===== config.mk =====
export PLATFORM = sky130hd
export DESIGN_NAME = rbs_window_filter
export DESIGN_NICKNAME = d
export VERILOG_FILES = /design/src/design/rgba_3x3_blur_stream_macros.svh /design/src/design/rbs_pkg.sv /design/src/design/rbs_window_filter.sv
export SDC_FILE = /design/constraint.sdc
export NUM_CORES = 1
export LEC_CHECK = 0
export BUFFER_PORTS_ARGS = -buffer_cell sky130_fd_sc_hd__buf_2
export CORE_ASPECT_RATIO = 1.25
export CORE_MARGIN = 1.5
export CORE_UTILIZATION = 45
export CTS_CLUSTER_SIZE = 40
export DETAILED_ROUTE_END_ITERATION = 16
export GPL_TIMING_DRIVEN = 0
export PLACE_DENSITY_LB_ADDON = 0.05
export SYNTH_ARGS = -nofsm -noshare
export SYNTH_HDL_FRONTEND = slang
export SYNTH_SLANG_ARGS = --single-unit
export TNS_END_PERCENT = 1

===== constraint.sdc =====
create_clock -name clk -period 19.9 [get_ports clk]
set_input_delay 0.995 -clock clk [delete_from_list [all_inputs] [get_ports clk]]
set_output_delay 0.995 -clock clk [all_outputs]
set_load 0.01 [all_outputs]

===== src/design/rgba_3x3_blur_stream_macros.svh =====
// ----------------------------------------------------------------------------
// Assertion macros for the RGBA 3x3 blur stream
// Concurrent checks on the clk / rst_n domain of the block; ASSERT_OFF
// removes them.
// ----------------------------------------------------------------------------
`ifndef RGBA_3X3_BLUR_STREAM_MACROS_SVH
`define RGBA_3X3_BLUR_STREAM_MACROS_SVH

`ifndef ASSERT_OFF

// Same-cycle implication, checked outside reset.
`define RBS_ASSERT_NOW(lbl, ante, cons) \
  lbl: assert property (@(posedge clk) disable iff (!rst_n) (ante) |-> (cons)) \
    else $error("rgba_3x3_blur_stream: same-cycle check failed");

// Next-cycle implication, checked outside reset.
`define RBS_ASSERT_NEXT(lbl, ante, cons) \
  lbl: assert property (@(posedge clk) disable iff (!rst_n) (ante) |=> (cons)) \
    else $error("rgba_3x3_blur_stream: next-cycle check failed");

`else

`define RBS_ASSERT_NOW(lbl, ante, cons)
`define RBS_ASSERT_NEXT(lbl, ante, cons)

`endif

`endif


===== src/design/rbs_pkg.sv =====
// ----------------------------------------------------------------------------
// RGBA 3x3 blur stream package
// Shared constants, pixel and control types and the per-channel kernel.
// ----------------------------------------------------------------------------
`timescale 1ns / 1ps

package rbs_pkg;

  // Default frame store limits.
  localparam int unsigned RBS_MAX_WIDTH  = 2048;
  localparam int unsigned RBS_MAX_HEIGHT = 2048;

  // Configuration port.
  localparam int unsigned CFG_W     = 12;
  localparam int unsigned CFG_IDX_W = 2;

  localparam logic [CFG_IDX_W-1:0] REG_FRAME_WIDTH  = 2'd0;
  localparam logic [CFG_IDX_W-1:0] REG_FRAME_HEIGHT = 2'd1;

  localparam logic [CFG_W-1:0] FRAME_WIDTH_RESET  = 12'd640;
  localparam logic [CFG_W-1:0] FRAME_HEIGHT_RESET = 12'd480;

  // Ceiling of 65536/5: (x * RECIP_FIVE) >> 16 equals x / 5 for x below 16384.
  localparam logic [13:0] RECIP_FIVE = 14'd13108;

  // Packed pixel: red in the low byte, alpha in the high byte.
  typedef struct packed {
    logic [7:0] alpha;
    logic [7:0] blue;
    logic [7:0] green;
    logic [7:0] red;
  } pixel_t;

  // What the frame position says about one item.
  typedef struct packed {
    logic emit;      // the item produces a result
    logic last;      // the result closes the frame
    logic interior;  // the result is blurred rather than passed through
  } item_ctrl_t;

  // One channel of the kernel: floor((corners + 4*edges + 20*centre) / 40).
  // The sum tops out at 10200, so it is divided by 8 with a shift and by 5
  // with a reciprocal multiply.
  function automatic logic [7:0] blur_chan(
    input logic [7:0] p0, input logic [7:0] p1, input logic [7:0] p2,
    input logic [7:0] p3, input logic [7:0] p4, input logic [7:0] p5,
    input logic [7:0] p6, input logic [7:0] p7, input logic [7:0] p8
  );
    logic [13:0] corners;
    logic [13:0] edges;
    logic [13:0] sum;
    logic [10:0] eighth;
    logic [24:0] prod;
    corners = 14'(p0) + 14'(p2) + 14'(p6) + 14'(p8);
    edges   = 14'(p1) + 14'(p3) + 14'(p5) + 14'(p7);
    sum     = corners + (edges << 2) + (14'(p4) << 4) + (14'(p4) << 2);
    eighth  = sum[13:3];
    prod    = 25'(eighth) * 25'(RECIP_FIVE);
    return prod[23:16];
  endfunction

endpackage


===== src/design/rbs_window_filter.sv =====
// ----------------------------------------------------------------------------
// RGBA 3x3 blur stream: window and kernel
// Keeps the 3x3 pixel window and works out the blurred value of its centre.
// ----------------------------------------------------------------------------
`timescale 1ns / 1ps

module rbs_window_filter import rbs_pkg::*; (
  input  logic   clk,
  input  logic   shift,
  input  pixel_t pix_upper,
  input  pixel_t pix_middle,
  input  pixel_t pix_new,
  output pixel_t blur_pix,
  output pixel_t centre_pix
);

  // Row-major window, newest column on the right.
  pixel_t win_r [9];

  always_ff @(posedge clk) begin
    if (shift) begin
      win_r[0] <= win_r[1];
      win_r[1] <= win_r[2];
      win_r[2] <= pix_upper;
      win_r[3] <= win_r[4];
      win_r[4] <= win_r[5];
      win_r[5] <= pix_middle;
      win_r[6] <= win_r[7];
      win_r[7] <= win_r[8];
      win_r[8] <= pix_new;
    end
  end

  // Four independent channels through the same kernel.
  always_comb begin
    blur_pix.red   = blur_chan(win_r[0].red,   win_r[1].red,   win_r[2].red,
                               win_r[3].red,   win_r[4].red,   win_r[5].red,
                               win_r[6].red,   win_r[7].red,   win_r[8].red);
    blur_pix.green = blur_chan(win_r[0].green, win_r[1].green, win_r[2].green,
                               win_r[3].green, win_r[4].green, win_r[5].green,
                               win_r[6].green, win_r[7].green, win_r[8].green);
    blur_pix.blue  = blur_chan(win_r[0].blue,  win_r[1].blue,  win_r[2].blue,
                               win_r[3].blue,  win_r[4].blue,  win_r[5].blue,
                               win_r[6].blue,  win_r[7].blue,  win_r[8].blue);
    blur_pix.alpha = blur_chan(win_r[0].alpha, win_r[1].alpha, win_r[2].alpha,
                               win_r[3].alpha, win_r[4].alpha, win_r[5].alpha,
                               win_r[6].alpha, win_r[7].alpha, win_r[8].alpha);
  end

  assign centre_pix = win_r[4];

endmodule


* Yosys cells after proc, flatten, opt, wreduce, memory -nomap -nowiden
Memories as Yosys holds them, arrays and structs flattened.
Cells that the tools add are included.
** Word-level totals
- Bits in read-only memories :: 0
- Output and inout port bits :: 64
- Input port bits :: 98
- Bits in registers :: 0
- Memories kept :: 1
- Word-level logic and storage cells :: 43
- Bits in writable memories :: 288
- Bits in latches :: 0
** Memory list
- win_r :: depth 9, bits a word 32, rd ports 9, clocked after memory_dff 0, write ports 9, RTL line rbs_window_filter.sv:18 : pixel_t win_r [9];
** Operators by class
- Mux-type cells :: 2
- Reduce and logical (&&, ||, !) cells :: 0
- $add $sub $neg :: 36
- Shift-type cells :: 0
- Magnitude comparators :: 0
- Divide/modulo/power cells :: 0
- Equality and inequality tests :: 0
- Bitwise operators :: 0
- $mul :: 4
** Operator list (count)
- 10-bit by 8-bit adder with 11-bit output :: 8
- 11-bit by 12-bit multiplier with 22-bit output (second input constant) :: 4
- 9-bit by 8-bit adder with 10-bit output :: 8
- 8-bit by 8-bit adder with 9-bit output :: 8
- 11-bit by 13-bit adder with 14-bit output :: 4
- 14-bit by 10-bit adder with 14-bit output :: 4
- 14-bit by 12-bit adder with 14-bit output :: 4
- 1-bit two-way mux :: 2

* Depth between registers and ports, before layout
An unclocked memory read counts as a cell.
- Word-level depth :: 8
- Depth in mapped cells :: 44
- Gate-level depth less buffers :: 44

* Worst setup path after synthesis
No wires, ideal clock.
- Kind :: flip-flop to output port
- Start point :: mem win_r[0][57] (netlist name)
- End point :: out blur_pix[26] (netlist name)
- Path buffers :: 0
- Cell stages (with the launch flop) :: 38
- Setup slack :: 9.088 ns
- Arrival time :: 9.817 ns
- Required time :: 18.905 ns
- Cells stage by stage :: edfxtp_1 inv_1 fa_1 fa_1 inv_1 ha_1 inv_1 fa_1 nor2b_1 o21ai_0 a21boi_0 nor2_1 fa_1 inv_1 fa_1 fa_1 fa_1 inv_1 [... 2 more ...] a2111oi_2 nor3_1 nand3b_2 xnor3_1 xor2_1 ha_1 inv_1 fa_1 inv_1 fa_1 fa_1 ha_1 o21a_1 o211ai_1 inv_1 a221oi_1 o21ai_0 xor2_1
** RTL lines
- from (decl) :: RTL line rbs_window_filter.sv:18
- to (decl) :: RTL line rbs_window_filter.sv:13 : output pixel_t blur_pix,

==> flow_summary_export.csv <==
group,metric,value,unit
detailed_routing,drtIter0Drc,466,
worst_setup_path,critPathSlowestCell,"fa_1",
detailed_routing,avgRoutedWirePerCell,15.39,um
flow_run,maxCapViolations,0,
placement,place_area,27560,um^2
sta,setup_violations,0,
logic_synthesis,synth_async_sr_flop_share,0,%
placement,dpl.hpwl,40.31,mm
detailed_routing,drc,0,
final_layout,final_net_count,3155,
detailed_routing,drt_wl_total,47.91,mm
logic_synthesis,synth_most_common_cell,"inv_1",
min_path,worst_hold_path.num_cells,0,
worst_setup_path,crit_path_start,"win_r[3][57]$_DFFE_PP_",
die,die_y,270.5,um
worst_setup_path,crit_path_end_kind,"output pin",
final_layout,drive_gt1_share,11.05,%
grt,grt_pass1_wl,79.86,mm
worst_setup_path,r2r_cells,0,
grt,grt_max_degree,115,
die,fp-row-count,97,
sta,slew_violations,0,
worst_setup_path,cp_common_cell,"fa_1",
detailed_routing,dr.pass1.iters,4,
final_layout,design_area,28670,um^2
logic_synthesis,netlist_top_cells_count,"inv_1 (633), ha_1 (380), fa_1 (331)",
clock_network,clkSinkCount,288,
sta,worstMarginPinSlew,917.0,ps
clock_network,clk_pin_slew_worst_paths,60,ps
logic_synthesis,synthTopCellsByArea,"edfxtp_1 (34%), fa_1 (26%), ha_1 (18%), inv_1 (9.2%), xnor2_1 (2.3%)",
clock_network,htreeDepth,2,
sta,fin_crit_sh,62.67,%
clock_network,cts_buffers,35,
die,core_area,56310,um^2
final_layout,largest_register,"win_r",
worst_setup_path,worst_ep_required_time,18910,ps
worst_setup_path,critPathArrivalTime,11480,ps
die,initial_utilization,45.75,%
detailed_routing,vias,14780,
clock_network,clkLatencyLatePin,540,ps
logic_synthesis,ys_warn_count,0,
logic_synthesis,ys.flop_type,"edfxtp_1",
clock_network,hold_buffers,0,
worst_setup_path,rrSetupSlack,19050,ps
worst_setup_path,path_class,"reg2out",
clock_network,cts.repair.resized,0,
min_path,hold_start,"win_r[0][60]$_DFFE_PP_",
logic_synthesis,synth_seq_cells,288,
worst_setup_path,slowest_delay,580,ps
clock_network,cts_setup_buffers,0,
logic_synthesis,yosysSeqAreaShare,33.57,%
sta,skew,19.08,ps
worst_setup_path,r2r-end,"win_r[1][56]$_DFFE_PP_",
logic_synthesis,avgSynthCellArea,12.00,um^2
final_layout,diodes,0,
detailed_routing,vias_per_cell,4.745,
placement,portBuffers,161,
logic_synthesis,synth_cell_types,57,
final_layout,area_growth,11.28,%
grt,antenna_found_initial,1,
worst_setup_path,start_kind,"flip-flop",
min_path,hold_path_end,"win_r[0][28]$_DFFE_PP_",
logic_synthesis,yosysTopAreaCell,"edfxtp_1",
sta,hold_viol_final,0,
logic_synthesis,syn-instance-count,2146,
detailed_routing,final_antenna_net_count,0,
clock_network,clk_path_buf_depth,3,
logic_synthesis,synth_edf_count,288,
die,dieArea,58700,um^2
sta,relSlewSlack,38.86,%
min_path,holdCritPathClass,"reg2reg",
die,die_w,217.0,um
sta,tns,0,ps
final_layout,top_regs,"win_r: 288 flops",
run_status,status,"complete, no violations",
sta,holdWs,446.2,ps
grt,grt_pass1_vias,16180,
worst_setup_path,worstPathMaxFanout,4,
die,io_pins,162,
worst_setup_path,timing.rr.start,"win_r[2][24]$_DFFE_PP_",
grt,grt_overflow,0,
final_layout,largest_register_ffs,288,
logic_synthesis,netlist_area,25760,um^2
sta,rsz0062_at_grt,"no",
logic_synthesis,netlist.area_leader.share,33.57,%
placement,place.gp.congestion,0.8261,
grt,track_usage,17.16,%
clock_network,cts_tree,"yes",
sta,max_freq,0.08018,GHz
sta,min_period,12470,ps
logic_synthesis,synth_nets,2955,
clock_network,cts-root-buf,"clkbuf_16",
metal layers:
metal  wire (um)  up-vias  GRT usage, %
li1            -     7274             -
met1       20140     7299         21.06
met2       25530      145         31.45
met3        1232       55         2.462
met4        1005        2         4.240
met5           9        -             0
worst max path at each step:
stage | end | slack, ps
after global routing | blur_pix[31] | 6730
after floorplan | blur_pix[26] | 9090
after global placement | blur_pix[31] | 7940
final | blur_pix[31] | 7430
after CTS | blur_pix[31] | 7240
after detailed placement | blur_pix[31] | 7900
cells in the final DEF (no fill, tap or decap), drive strengths merged, types with 5 or more instances in the layout:
cell type	count
edfxtp	288
a21o	23
or4	7
clkbuf	41
a21boi	12
a2111oi	8
o21ai	45
xnor2	67
inv	642
a211oi	11
clkinv	12
or2	5
nand2	33
buf	195
and3	7
ha	380
xor2	21
nor2b	20
a21oi	48
nor4	7
and2	8
fa	331
a31oi	8
o211ai	8
nor3	19
nand3	11
nor2	47
and4b	6
nand2b	10
cells by family after synthesis:
family / after synthesis / share of synthesized area (%)
buffers and inverters: 670 / 10.23
adder cells (fa/ha/maj): 711 / 44.18
XOR/XNOR: 89 / 3.079
flip-flops: 288 / 33.57
AND/OR/NAND/NOR: 195 / 4.026
AO/OA/AOI/OAI: 191 / 4.837
multiplexers: 2 / 0.08256
cell type report:
type | count | area [um^2]
sequential | 288 | 8648
tap | 742 | 928.4
multi-input combinational | 1188 | 14480
fill | 5155 | 27650
clock inverter | 23 | 211.5
inverter | 637 | 2391
clock buffer | 40 | 894.6
timing repair buffer | 163 | 870.8
buffer | 33 | 244.0
critical path: cells and delay by family (launching register included):
family / cells / cell delay, ps
adders and majority gates: 15 / 6560
and+or+nand+nor: 5 / 720
AOI/OAI and AO/OA: 7 / 1690
muxes: 1 / 250
buffers and inverters: 10 / 750
DFF: 1 / 400
xor gates and xnor gates: 2 / 540
metrics by stage:
stage,utilization (%),setup WS [ps],instances
5_1_grt,50.91,6731,3114
3_3_place_gp,48.83,7936,3049
3_5_place_dp,48.94,7896,3051
2_1_floorplan,-,9088,2146
4_1_cts,50.91,7238,3114
6_report,50.91,7428,3114
Power is left out: the tool's default activity adds up to more than one toggle a clock period on the data nets, which glitch-free logic cannot reach.
