### src/design/rgba_3x3_blur_stream_macros.svh
// ----------------------------------------------------------------------------
// Assertion macros for the RGBA 3x3 blur stream
// Concurrent checks on the clk / rst_n domain of the block; ASSERT_OFF
// removes them.
// ----------------------------------------------------------------------------
`ifndef RGBA_3X3_BLUR_STREAM_MACROS_SVH
`define RGBA_3X3_BLUR_STREAM_MACROS_SVH

`ifndef ASSERT_OFF

// Same-cycle implication, checked outside reset.
`define RBS_ASSERT_NOW(lbl, ante, cons) \
  lbl: assert property (@(posedge clk) disable iff (!rst_n) (ante) |-> (cons)) \
    else $error("rgba_3x3_blur_stream: same-cycle check failed");

// Next-cycle implication, checked outside reset.
`define RBS_ASSERT_NEXT(lbl, ante, cons) \
  lbl: assert property (@(posedge clk) disable iff (!rst_n) (ante) |=> (cons)) \
    else $error("rgba_3x3_blur_stream: next-cycle check failed");

`else

`define RBS_ASSERT_NOW(lbl, ante, cons)
`define RBS_ASSERT_NEXT(lbl, ante, cons)

`endif

`endif

### src/design/rbs_pkg.sv
// ----------------------------------------------------------------------------
// RGBA 3x3 blur stream package
// Shared constants, pixel and control types and the per-channel kernel.
// ----------------------------------------------------------------------------
`timescale 1ns / 1ps

package rbs_pkg;

  // Default frame store limits.
  localparam int unsigned RBS_MAX_WIDTH  = 2048;
  localparam int unsigned RBS_MAX_HEIGHT = 2048;

  // Configuration port.
  localparam int unsigned CFG_W     = 12;
  localparam int unsigned CFG_IDX_W = 2;

  localparam logic [CFG_IDX_W-1:0] REG_FRAME_WIDTH  = 2'd0;
  localparam logic [CFG_IDX_W-1:0] REG_FRAME_HEIGHT = 2'd1;

  localparam logic [CFG_W-1:0] FRAME_WIDTH_RESET  = 12'd640;
  localparam logic [CFG_W-1:0] FRAME_HEIGHT_RESET = 12'd480;

  // Ceiling of 65536/5: (x * RECIP_FIVE) >> 16 equals x / 5 for x below 16384.
  localparam logic [13:0] RECIP_FIVE = 14'd13108;

  // Packed pixel: red in the low byte, alpha in the high byte.
  typedef struct packed {
    logic [7:0] alpha;
    logic [7:0] blue;
    logic [7:0] green;
    logic [7:0] red;
  } pixel_t;

  // What the frame position says about one item.
  typedef struct packed {
    logic emit;      // the item produces a result
    logic last;      // the result closes the frame
    logic interior;  // the result is blurred rather than passed through
  } item_ctrl_t;

  // One channel of the kernel: floor((corners + 4*edges + 20*centre) / 40).
  // The sum tops out at 10200, so it is divided by 8 with a shift and by 5
  // with a reciprocal multiply.
  function automatic logic [7:0] blur_chan(
    input logic [7:0] p0, input logic [7:0] p1, input logic [7:0] p2,
    input logic [7:0] p3, input logic [7:0] p4, input logic [7:0] p5,
    input logic [7:0] p6, input logic [7:0] p7, input logic [7:0] p8
  );
    logic [13:0] corners;
    logic [13:0] edges;
    logic [13:0] sum;
    logic [10:0] eighth;
    logic [24:0] prod;
    corners = 14'(p0) + 14'(p2) + 14'(p6) + 14'(p8);
    edges   = 14'(p1) + 14'(p3) + 14'(p5) + 14'(p7);
    sum     = corners + (edges << 2) + (14'(p4) << 4) + (14'(p4) << 2);
    eighth  = sum[13:3];
    prod    = 25'(eighth) * 25'(RECIP_FIVE);
    return prod[23:16];
  endfunction

endpackage

### src/design/rbs_frame_pos.sv
// ----------------------------------------------------------------------------
// RGBA 3x3 blur stream: frame position
// Holds the frame size registers and the column and row of the next item,
// and classifies each accepted item as silent, border or interior.
// ----------------------------------------------------------------------------
`timescale 1ns / 1ps

module rbs_frame_pos import rbs_pkg::*; #(
  parameter int unsigned MAX_WIDTH  = RBS_MAX_WIDTH,
  parameter int unsigned MAX_HEIGHT = RBS_MAX_HEIGHT,
  localparam int unsigned CB = $clog2(MAX_WIDTH),
  localparam int unsigned WB = $clog2(MAX_WIDTH + 1),
  localparam int unsigned HB = $clog2(MAX_HEIGHT + 1),
  localparam int unsigned RB = $clog2(MAX_HEIGHT + 2)
) (
  input  logic                 clk,
  input  logic                 rst_n,
  input  logic                 cfg_we,
  input  logic [CFG_IDX_W-1:0] cfg_index,
  input  logic [CFG_W-1:0]     cfg_data,
  input  logic                 accept,
  output logic [CB-1:0]        col,
  output item_ctrl_t           ctrl
);

  logic [CFG_W-1:0] frame_width_r, frame_width_nxt;
  logic [CFG_W-1:0] frame_height_r, frame_height_nxt;
  logic [CB-1:0]    col_r, col_nxt;
  logic [RB-1:0]    row_r, row_nxt;

  logic [WB-1:0] w_eff;
  logic [HB-1:0] h_eff;
  logic [RB-1:0] h_plus1;
  logic          wrap;
  logic [CB-1:0] col_eff;
  logic [RB-1:0] row_eff;
  logic [WB-1:0] col_inc;

  // Zero reads as one, anything above the store limit saturates.
  always_comb begin
    if (frame_width_r == '0) begin
      w_eff = WB'(1);
    end else if (32'(frame_width_r) > MAX_WIDTH) begin
      w_eff = WB'(MAX_WIDTH);
    end else begin
      w_eff = WB'(frame_width_r);
    end
    if (frame_height_r == '0) begin
      h_eff = HB'(1);
    end else if (32'(frame_height_r) > MAX_HEIGHT) begin
      h_eff = HB'(MAX_HEIGHT);
    end else begin
      h_eff = HB'(frame_height_r);
    end
  end

  assign h_plus1 = RB'(h_eff) + RB'(1);

  // A position outside the frame restarts it at the first pixel.
  assign wrap    = (WB'(col_r) >= w_eff) || (row_r > h_plus1)
                   || ((row_r == h_plus1) && (col_r != '0));
  assign col_eff = wrap ? '0 : col_r;
  assign row_eff = wrap ? '0 : row_r;
  assign col_inc = WB'(col_eff) + WB'(1);

  assign col = col_eff;

  // Classification of the item at the current position.
  always_comb begin
    ctrl.emit     = (row_eff >= RB'(2)) || ((row_eff == RB'(1)) && (col_eff != '0));
    ctrl.last     = (row_eff == h_plus1) && (col_eff == '0);
    ctrl.interior = (WB'(col_eff) >= WB'(2)) && (row_eff >= RB'(2))
                    && (row_eff < RB'(h_eff));
  end

  // Position advance, and restart on any register write.
  always_comb begin
    frame_width_nxt  = frame_width_r;
    frame_height_nxt = frame_height_r;
    col_nxt          = col_r;
    row_nxt          = row_r;
    if (cfg_we) begin
      case (cfg_index)
        REG_FRAME_WIDTH: begin
          frame_width_nxt = cfg_data;
          col_nxt         = '0;
          row_nxt         = '0;
        end
        REG_FRAME_HEIGHT: begin
          frame_height_nxt = cfg_data;
          col_nxt          = '0;
          row_nxt          = '0;
        end
        default: begin
        end
      endcase
    end else if (accept) begin
      if (ctrl.last) begin
        col_nxt = '0;
        row_nxt = '0;
      end else if (col_inc >= w_eff) begin
        col_nxt = '0;
        row_nxt = row_eff + RB'(1);
      end else begin
        col_nxt = CB'(col_inc);
        row_nxt = row_eff;
      end
    end
  end

  always_ff @(posedge clk) begin
    if (!rst_n) begin
      frame_width_r  <= FRAME_WIDTH_RESET;
      frame_height_r <= FRAME_HEIGHT_RESET;
      col_r          <= '0;
      row_r          <= '0;
    end else begin
      frame_width_r  <= frame_width_nxt;
      frame_height_r <= frame_height_nxt;
      col_r          <= col_nxt;
      row_r          <= row_nxt;
    end
  end

endmodule

### config.mk
export PLATFORM = sky130hd
export DESIGN_NAME = rbs_frame_pos
export DESIGN_NICKNAME = d
export VERILOG_FILES = /design/src/design/rgba_3x3_blur_stream_macros.svh /design/src/design/rbs_pkg.sv /design/src/design/rbs_frame_pos.sv
export SDC_FILE = /design/constraint.sdc
export NUM_CORES = 1
export LEC_CHECK = 0
export BUFFER_PORTS_ARGS = -buffer_cell sky130_fd_sc_hd__buf_4
export CORE_MARGIN = 2
export CORE_UTILIZATION = 55
export CTS_CLUSTER_DIAMETER = 150
export DETAILED_ROUTE_END_ITERATION = 16
export GPL_TIMING_DRIVEN = 0
export HOLD_SLACK_MARGIN = 0.03
export PLACE_DENSITY = 0.71
export SETUP_SLACK_MARGIN = 0.5
export SLEW_MARGIN = 20
export SYNTH_ARGS = -nofsm -noshare
export SYNTH_HDL_FRONTEND = slang
export SYNTH_SLANG_ARGS = --single-unit
### constraint.sdc
create_clock -name clk -period 8.2 [get_ports clk]
set_clock_uncertainty 0.05 [all_clocks]
set_input_delay 0.82 -clock clk [delete_from_list [all_inputs] [get_ports clk]]
set_output_delay 0.82 -clock clk [all_outputs]
set_load 0.03 [all_outputs]
# ---- Word level (Yosys, flattened, before mapping)
# Cells that the tools add are included.
dict set report op_classes {
  n_reduce_logical 19
  eq_ne 5
  addsub 3
  muxes 16
  n_lt_le_gt_ge 8
}
# cell count
set ops {}
lappend ops {{$mux 12} 10}
lappend ops {{$mux 11} 6}
lappend ops {{$add 12x1->12 const B} 2}
lappend ops {{$eq 12x12->1} 2}
lappend ops {{$gt 12x12->1 const B} 2}
lappend ops {{$logic_not 12->1} 2}
lappend ops {{$reduce_bool 11->1} 2}
lappend ops {{$add 11x1->12 const B} 1}
lappend ops {{$eq 12x1->1 const B} 1}
lappend ops {{$ge 11x12->1} 1}
lappend ops {{$ge 12x12->1} 1}
lappend ops {{$ge 12x2->1 const B} 1}
lappend ops {{$gt 12x12->1} 1}
lappend ops {{$lt 12x12->1} 1}
lappend ops {{$ge 11x2->1 const B} 1}
lappend ops {{$logic_not 11->1} 1}
lappend ops {{$reduce_and 2->1} 3}
lappend ops {{$logic_and 1x1->1} 5}
lappend ops {{$logic_or 1x1->1} 3}
lappend ops {{$eq 2x1->1 const B} 1}
lappend ops {{$logic_not 2->1} 1}
lappend ops {{$ne 2x2->1 const B} 1}
lappend ops {{$reduce_bool 2->1} 1}
lappend ops {{$reduce_or 2->1} 1}
dict set report totals {
  in_bits 18
  output_inout_bits 14
  elab_cells 55
  ff_bits 47
}

# ---- Depth between registers and ports, before layout
# Gate-level depths: netlist of run 1.
dict set report logic_depth {
  depth_word 14
  depth_mapped 28
  depth_no_buf 26
}

# ---- Worst setup path after synthesis of run 1
# No wires, ideal clock.
dict set report synth_timing {
  path_type {reg-to-output}
  startpoint {register frame_height_r[2]}
  endpoint {output port ctrl[0] (netlist name)}
  t_required_ns 7.330
  path_slack_ns 1.579
  stages_incl_launch_ff 29
  n_path_buf 3
  arrival_ns 5.751
  cell_sequence {dfxtp_1 buf_2 nor4_1 a31oi_1 nor2_1 ha_1 nand4_1 nor4_1 xnor2_1 ha_1 nand4_1 nor3_1 or3_1 o31ai_2 and2_1 buf_4 buf_4 nand2_1 inv_1 ha_1 nor2b_1 o21a_1 o21a_1 o21a_1 o21a_1 o211ai_1 a211oi_1 or3_1 a21oi_1}
}
# element line_no
set synth_rtl {}
lappend synth_rtl {{from (decl)} rbs_frame_pos.sv:27} ;# logic [CFG_W-1:0] frame_height_r, frame_height_nxt;
lappend synth_rtl {{from (signal assigned)} rbs_frame_pos.sv:119} ;# frame_height_r <= frame_height_nxt;
lappend synth_rtl {{to (decl)} rbs_frame_pos.sv:23} ;# output item_ctrl_t ctrl

==> impl_metrics.json, run 1 <==
{
  "gp_congestion": 0.933,
  "layout.cells.non_filler": 672,
  "yosys.area.top_type": "dfxtp_1",
  "setup_viol": 0,
  "met2_length_um": 5170,
  "ant_nets": 0,
  "start_kind": "flop",
  "most-common-layout-cells": "nand2_1 (88), ha_1 (52), dfxtp_1 (47), buf_4 (36), and3_1 (28)",
  "start_util": 0.566,
  "finalCritPeriodShare": 0.899,
  "ys.flop_type": "dfxtp_1",
  "worst_pin_slew_ns": 0.813,
  "crit_end": "ctrl[0]",
  "fin_area_um2": 4630,
  "fmax_mhz": 136,
  "cts_sinks": 47,
  "drive_gt1_frac": 0.103,
  "num_rows": 31,
  "drt_pre_antenna_iters": 5,
  "cts_tree": "yes",
  "clock_latency_ns": 0.31,
  "drc": 0,
  "grt_pass1_wl_um": 18700,
  "power_density_nw_per_um2": 106,
  "met1_length_um": 5330,
  "pre_cts_ws_ns": 0.718,
  "synth_area_um2": 4110,
  "critPathRequiredTime_ns": 7.33,
  "rrSetupSlack_ns": 1.53,
  "r2r_start": "frame_height_r[2]$_SDFFE_PN0P_",
  "slew-limit-headroom": 0.453,
  "arrival_ns": 6.50,
  "io_pins": 32,
  "critical_path.startpoint": "frame_height_r[2]$_SDFFE_PN0P_",
  "place_area_um2": 4460,
  "slew_viol_final": 0,
  "clk_pin_slew_ns": 0.10,
  "fp.coreArea_um2": 7250,
  "worstPathMaxFanout": 10,
  "numCtsBuffers": 5,
  "routedWlPerCell_um": 16.9,
  "ir_worst_vdd_uv": 110,
  "synth_cells": 532,
  "overflow": 0,
  "die_area_um2": 8180,
  "cap_violations": 0,
  "fin_ws_ns": 0.828,
  "synth_async_sr_flop_share": 0,
  "die_x_um": 90.4,
  "synth.area.top_cells": "dfxtp_1 (23%), ha_1 (16%), nand2_1 (8.0%)",
  "via_per_inst": 6.10,
  "endpoint_kind": "output port",
  "final_common_cell": "nand2_1",
  "fillers": 680,
  "yosys.area.top_type_share": 0.229,
  "critical-path-max-stage-delay_ns": 0.39,
  "cts_root_buf": "clkbuf_8",
  "die_y_um": 90.4,
  "dp_hpwl_um": 9040,
  "drtIter0Drc": 325,
  "synth_cell_type_count": 56,
  "dr_wl_met3_um": 699,
  "syn_nets": 602,
  "yosysSeqAreaShare": 0.229,
  "antenna_cells": 0,
  "tns_ns": 0,
  "syn_avg_cell_area_um2": 7.72,
  "ys_seq_elements": 47,
  "slowest_stage": "or3_1",
  "routed_wl_um": 11400,
  "portBuffers": 31,
  "reg2reg_to": "row_r[10]$_SDFFE_PN0P_",
  "area_delta_synth_final_pct": 12.6,
  "whs_path_depth": 2,
  "crit_type": "reg -> out",
  "dpl.cell_count": 662,
  "cp_common_cell": "o21a_1",
  "synth_edf_count": 0,
  "power_leakage_nw": 2.08,
  "grt_max_degree": 17,
  "htreeDepth": 2,
  "antenna_found_initial": 0,
  "top_layer_used": "met4",
  "hp-class": "reg -> reg",
  "r2r_cells": 29,
  "ys_warn_count": 0,
  "grt_pass1_vias": 3846,
  "status": "finished, final reports clean",
  "min_period_ns": 7.37,
  "final_util": 0.638,
  "vias": 4099,
  "grt_usage": 0.280,
  "fin_nets": 642,
  "finalHoldViolations": 0,
  "clock_path_buffers": 2,
  "grt_setup_unrepaired": "false"
}
[registers in the layout, indices dropped and copies added, names as in the netlist]
signal,cells
frame_width_r,12
col_r,11
frame_height_r,12
row_r,12
[synthesized netlist by cell type, types with 6 or more instances]
cell type and instances:
nand2_1 88, ha_1 52, dfxtp_1 47, and3_1 28
nor2_1 25, inv_1 24, clkbuf_1 19, a21boi_0 18
nor2b_1 18, xnor2_1 17, nor4_1 14, a21oi_1 13
nand3_1 13, nor3_1 13, nand4_1 12, o21ai_0 12
xor2_1 11, and2_1 9, a211oi_1 7, a21o_1 7
nand2b_1 6, o21a_1 6
[critical path: cells and delay by family, from the launching register on]
| kind | cells | cell delay [ns] |
|---|---|---|
| and+or+nand+nor | 11 | 2.28 |
| DFF | 1 | 0.30 |
| xor gates and xnor gates | 1 | 0.36 |
| adders and majority gates | 3 | 0.82 |
| AOI/OAI and AO/OA | 9 | 1.61 |
| buffers and inverters | 5 | 0.82 |
[metal layers]
metal	up-vias	GRT usage
met3	18	0.0434
met4	0	0.0654
met1	1923	0.390
met2	162	0.457
li1	1996	-
met5	-	0
[kinds of logic (layout without fill, tap and decap cells)]
logic type               after synthesis  count (layout)  share of synthesized area
AO/OA/AOI/OAI                        107             107                      0.190
XOR/XNOR                              28              28                     0.0597
adder cells (fa/ha/maj)               52              52                      0.158
buffers and inverters                 50              91                     0.0493
flip-flops                            47              47                      0.229
multiplexers                           4               4                     0.0101
AND/OR/NAND/NOR                      244             244                      0.304
[metrics by stage]
stage | hold slack (ns) | power [mW]
after global routing | 0.464 | 0.514
after detailed placement | 0.430 | 0.318
after CTS | 0.444 | 0.492
after floorplan | 0.393 | 0.292
final | 0.443 | 0.492
after global placement | 0.422 | 0.316
[repair_timing]
| action | CTS | global route |
|---|---|---|
| gates resized for setup | 1 | 4 |
| setup buffers | 0 | 2 |
| hold buffers | 0 | 0 |
| endpoints found under the setup margin | 1 | 1 |
| pin swaps | 0 | 3 |
[final cells by class]
type / instances / area [µm²] / area share
Sequential cell: 47 / 941 / 0.203
Multi-Input combinational cell: 435 / 3000 / 0.648
Buffer: 25 / 109 / 0.0235
Inverter: 25 / 93.8 / 0.0203
Tap cell: 99 / 124 / 0.0268
Clock buffer: 5 / 68.8 / 0.0149
Clock inverter: 3 / 46.3 / 0.0100
Timing Repair Buffer: 33 / 248 / 0.0536
[worst min path at each step]
stage | startpoint | endpoint | slack (ns)
2_1_floorplan | frame_width_r[0]$_SDFFE_PN0P_ | frame_width_r[0]$_SDFFE_PN0P_ | 0.39
3_5_place_dp | frame_width_r[0]$_SDFFE_PN0P_ | frame_width_r[0]$_SDFFE_PN0P_ | 0.43
6_report | frame_width_r[0]$_SDFFE_PN0P_ | frame_width_r[0]$_SDFFE_PN0P_ | 0.44
4_1_cts | frame_width_r[0]$_SDFFE_PN0P_ | frame_width_r[0]$_SDFFE_PN0P_ | 0.44
5_1_grt | frame_width_r[7]$_SDFFE_PN1P_ | frame_width_r[7]$_SDFFE_PN1P_ | 0.46
3_3_place_gp | frame_width_r[0]$_SDFFE_PN0P_ | frame_width_r[0]$_SDFFE_PN0P_ | 0.42
[report_power, final]
| part | internal [mW] | switching [mW] | leakage (nW) |
|---|---|---|---|
| sequential | 0.233 | 0.00556 | 0.381 |
| combinational | 0.0309 | 0.0450 | 1.64 |
| clock | 0.0919 | 0.0854 | 0.0548 |
| total | 0.356 | 0.136 | 2.08 |
(Power assumes the default switching activity.)
==> inputs of run 2 (changes only) <==
--- a/config.mk
+++ b/config.mk
@@ -10,7 +10,6 @@
 export CORE_UTILIZATION = 55
 export CTS_CLUSTER_DIAMETER = 150
 export DETAILED_ROUTE_END_ITERATION = 16
-export GPL_TIMING_DRIVEN = 0
 export HOLD_SLACK_MARGIN = 0.03
 export PLACE_DENSITY = 0.71
 export SETUP_SLACK_MARGIN = 0.5
==> constraint.sdc (replaced) <==
create_clock -name clk -period 8.2 [get_ports clk]
set_clock_uncertainty 0.05 [all_clocks]
set_input_delay 1.64 -clock clk [delete_from_list [all_inputs] [get_ports clk]]
set_output_delay 1.64 -clock clk [all_outputs]
set_load 0.03 [all_outputs]
==> run 2 against run 1 <==
  * First-iteration DRC count decreased by 23%
  * Core utilization decreased by 0.85 points
  * Maximum frequency decreased by 1.1%
  * Sequential power about the same
  * Largest power group unchanged
==> impl_metrics.json, run 2 (synthesized netlist as in run 1, its figures left out) <==
{
  "final_common_cell": "nand2_1",
  "drt_pre_antenna_iters": 5,
  "cp_common_cell": "o21a_1",
  "num_rows": 31,
  "met1_length_um": 5180,
  "most-common-layout-cells": "nand2_1 (88), ha_1 (51), dfxtp_1 (45), buf_4 (39), and3_1 (28)",
  "io_pins": 32,
  "endpoint_kind": "output port",
  "cts_tree": "yes",
  "critical-path-max-stage-delay_ns": 0.37,
  "fin_nets": 623,
  "crit_type": "reg -> out",
  "fin_area_um2": 4560,
  "fmax_mhz": 134,
  "worst_pin_slew_ns": 0.708,
  "place_area_um2": 4390,
  "critPathRequiredTime_ns": 6.51,
  "numCtsBuffers": 5,
  "power_switching_mw": 0.135,
  "intPower_mw": 0.333,
  "dr_wl_met3_um": 604,
  "ant_nets": 0,
  "cts_hold_buf": 0,
  "final_util": 0.629,
  "worstPathMaxFanout": 5,
  "seqPwrFrac": 0.512,
  "grt_max_degree": 35,
  "cp.depth": 27,
  "r2r_cells": 28,
  "die_x_um": 90.4,
  "slew-limit-headroom": 0.527,
  "cap_violations": 0,
  "min_period_ns": 7.45,
  "layout.cells.non_filler": 653,
  "portBuffers": 31,
  "holdWs_ns": 0.434,
  "power_density_nw_per_um2": 102,
  "pre_cts_ws_ns": 0.856,
  "vias": 3904,
  "crit_end": "ctrl[0]",
  "grt_setup_unrepaired": "false",
  "setup_viol": 0,
  "via_per_inst": 5.98,
  "cts_root_buf": "clkbuf_8",
  "die_y_um": 90.4,
  "drc": 0,
  "drtIter0Drc": 249,
  "cp_num_buf_inv": 3,
  "die_area_um2": 8180,
  "clock_latency_ns": 0.32,
  "hp-class": "reg -> reg",
  "tns_ns": 0,
  "r2r_start": "frame_height_r[10]$_SDFFE_PN0P_",
  "min_from": "frame_width_r[0]$_SDFFE_PN0P_",
  "rrSetupSlack_ns": 1.54,
  "reg2reg_to": "row_r[10]$_SDFFE_PN0P_",
  "power_leakage_nw": 2.05,
  "top_layer_used": "met4",
  "clk_pin_slew_ns": 0.09,
  "antenna_cells": 0,
  "dp_hpwl_um": 8410,
  "cp_top_family": "simple AND/OR/NAND/NOR gates",
  "start_util": 0.566,
  "overflow": 0,
  "area_delta_synth_final_pct": 11.1,
  "p_sw_frac": 0.289,
  "grt_usage": 0.266,
  "status": "finished, final reports clean",
  "htreeDepth": 2,
  "met2_length_um": 4870,
  "grt_pass1_vias": 3617,
  "clock_path_buffers": 2,
  "antenna_found_initial": 0,
  "critical_path.startpoint": "frame_height_r[10]$_SDFFE_PN0P_",
  "layout_top_registers": "frame_height_r (12), frame_width_r (12), row_r (12)",
  "grt_pass1_wl_um": 17700,
  "drive_gt1_frac": 0.119,
  "clock_power_share": 0.330,
  "start_kind": "flop",
  "fin_ws_ns": 0.745,
  "gp_congestion": 0.894,
  "cts_sinks": 47,
  "finalCritPeriodShare": 0.909,
  "finalHoldViolations": 0,
  "p_comb_frac": 0.158,
  "routedWlPerCell_um": 16.6,
  "dpl.cell_count": 641,
  "slew_viol_final": 0,
  "arrival_ns": 5.76,
  "routed_wl_um": 10800,
  "ir_worst_vdd_uv": 96.9,
  "fp.coreArea_um2": 7250,
  "finalPower_mw": 0.468,
  "fillers": 714,
  "slowest_stage": "or3_1"
}
run 2: timing repair:
| item | CTS | global route |
|---|---|---|
| pin swaps | 0 | 6 |
| setup endpoints to repair | 1 | 2 |
| setup buffers | 0 | 4 |
| resized for setup | 1 | 11 |
run 2: metal layers:
| layer | up-vias | GRT usage |
|---|---|---|
| met4 | 0 | 0.0769 |
| met3 | 14 | 0.0442 |
| met5 | - | 0 |
| li1 | 1953 | - |
| met1 | 1813 | 0.363 |
| met2 | 124 | 0.431 |
run 2: worst min path at each step:
stage                                    endpoint  slack [ns]  depth (start not counted)
floorplan           frame_width_r[0]$_SDFFE_PN0P_        0.39                          2
global placement    frame_width_r[0]$_SDFFE_PN0P_        0.41                          2
detailed placement  frame_width_r[0]$_SDFFE_PN0P_        0.42                          2
CTS                 frame_width_r[0]$_SDFFE_PN0P_        0.43                          2
global route        frame_width_r[0]$_SDFFE_PN0P_        0.45                          2
finish              frame_width_r[0]$_SDFFE_PN0P_        0.43                          2
run 2: power groups by stage:
stage          registers (mW)  clock network, mW  logic (mW)
2_1_floorplan           0.242                  0      0.0503
5_1_grt                 0.241              0.164      0.0821
3_5_place_dp            0.244                  0      0.0706
4_1_cts                 0.239              0.158      0.0711
6_report                0.240              0.154      0.0737
3_3_place_gp            0.244                  0      0.0701
run 2: final cells by class:
type	count	area (µm²)	area share
clock inverters	2	16.3	0.00356
flip-flops and latches	47	943	0.207
repair buffers	39	293	0.0641
inverters	25	93.8	0.0206
multi-input cells	435	3010	0.660
clock buffers	6	82.6	0.0181
well taps	99	124	0.0271
run 2: worst register-to-register path: cells and delay by family (launching register included):
kind,cells,cell delay [ns]
DFF,1,0.36
and+or+nand+nor,15,3.15
xor gates and xnor gates,2,0.36
adders and majority gates,3,0.69
AOI/OAI and AO/OA,6,1.49
buffers and inverters,2,0.47
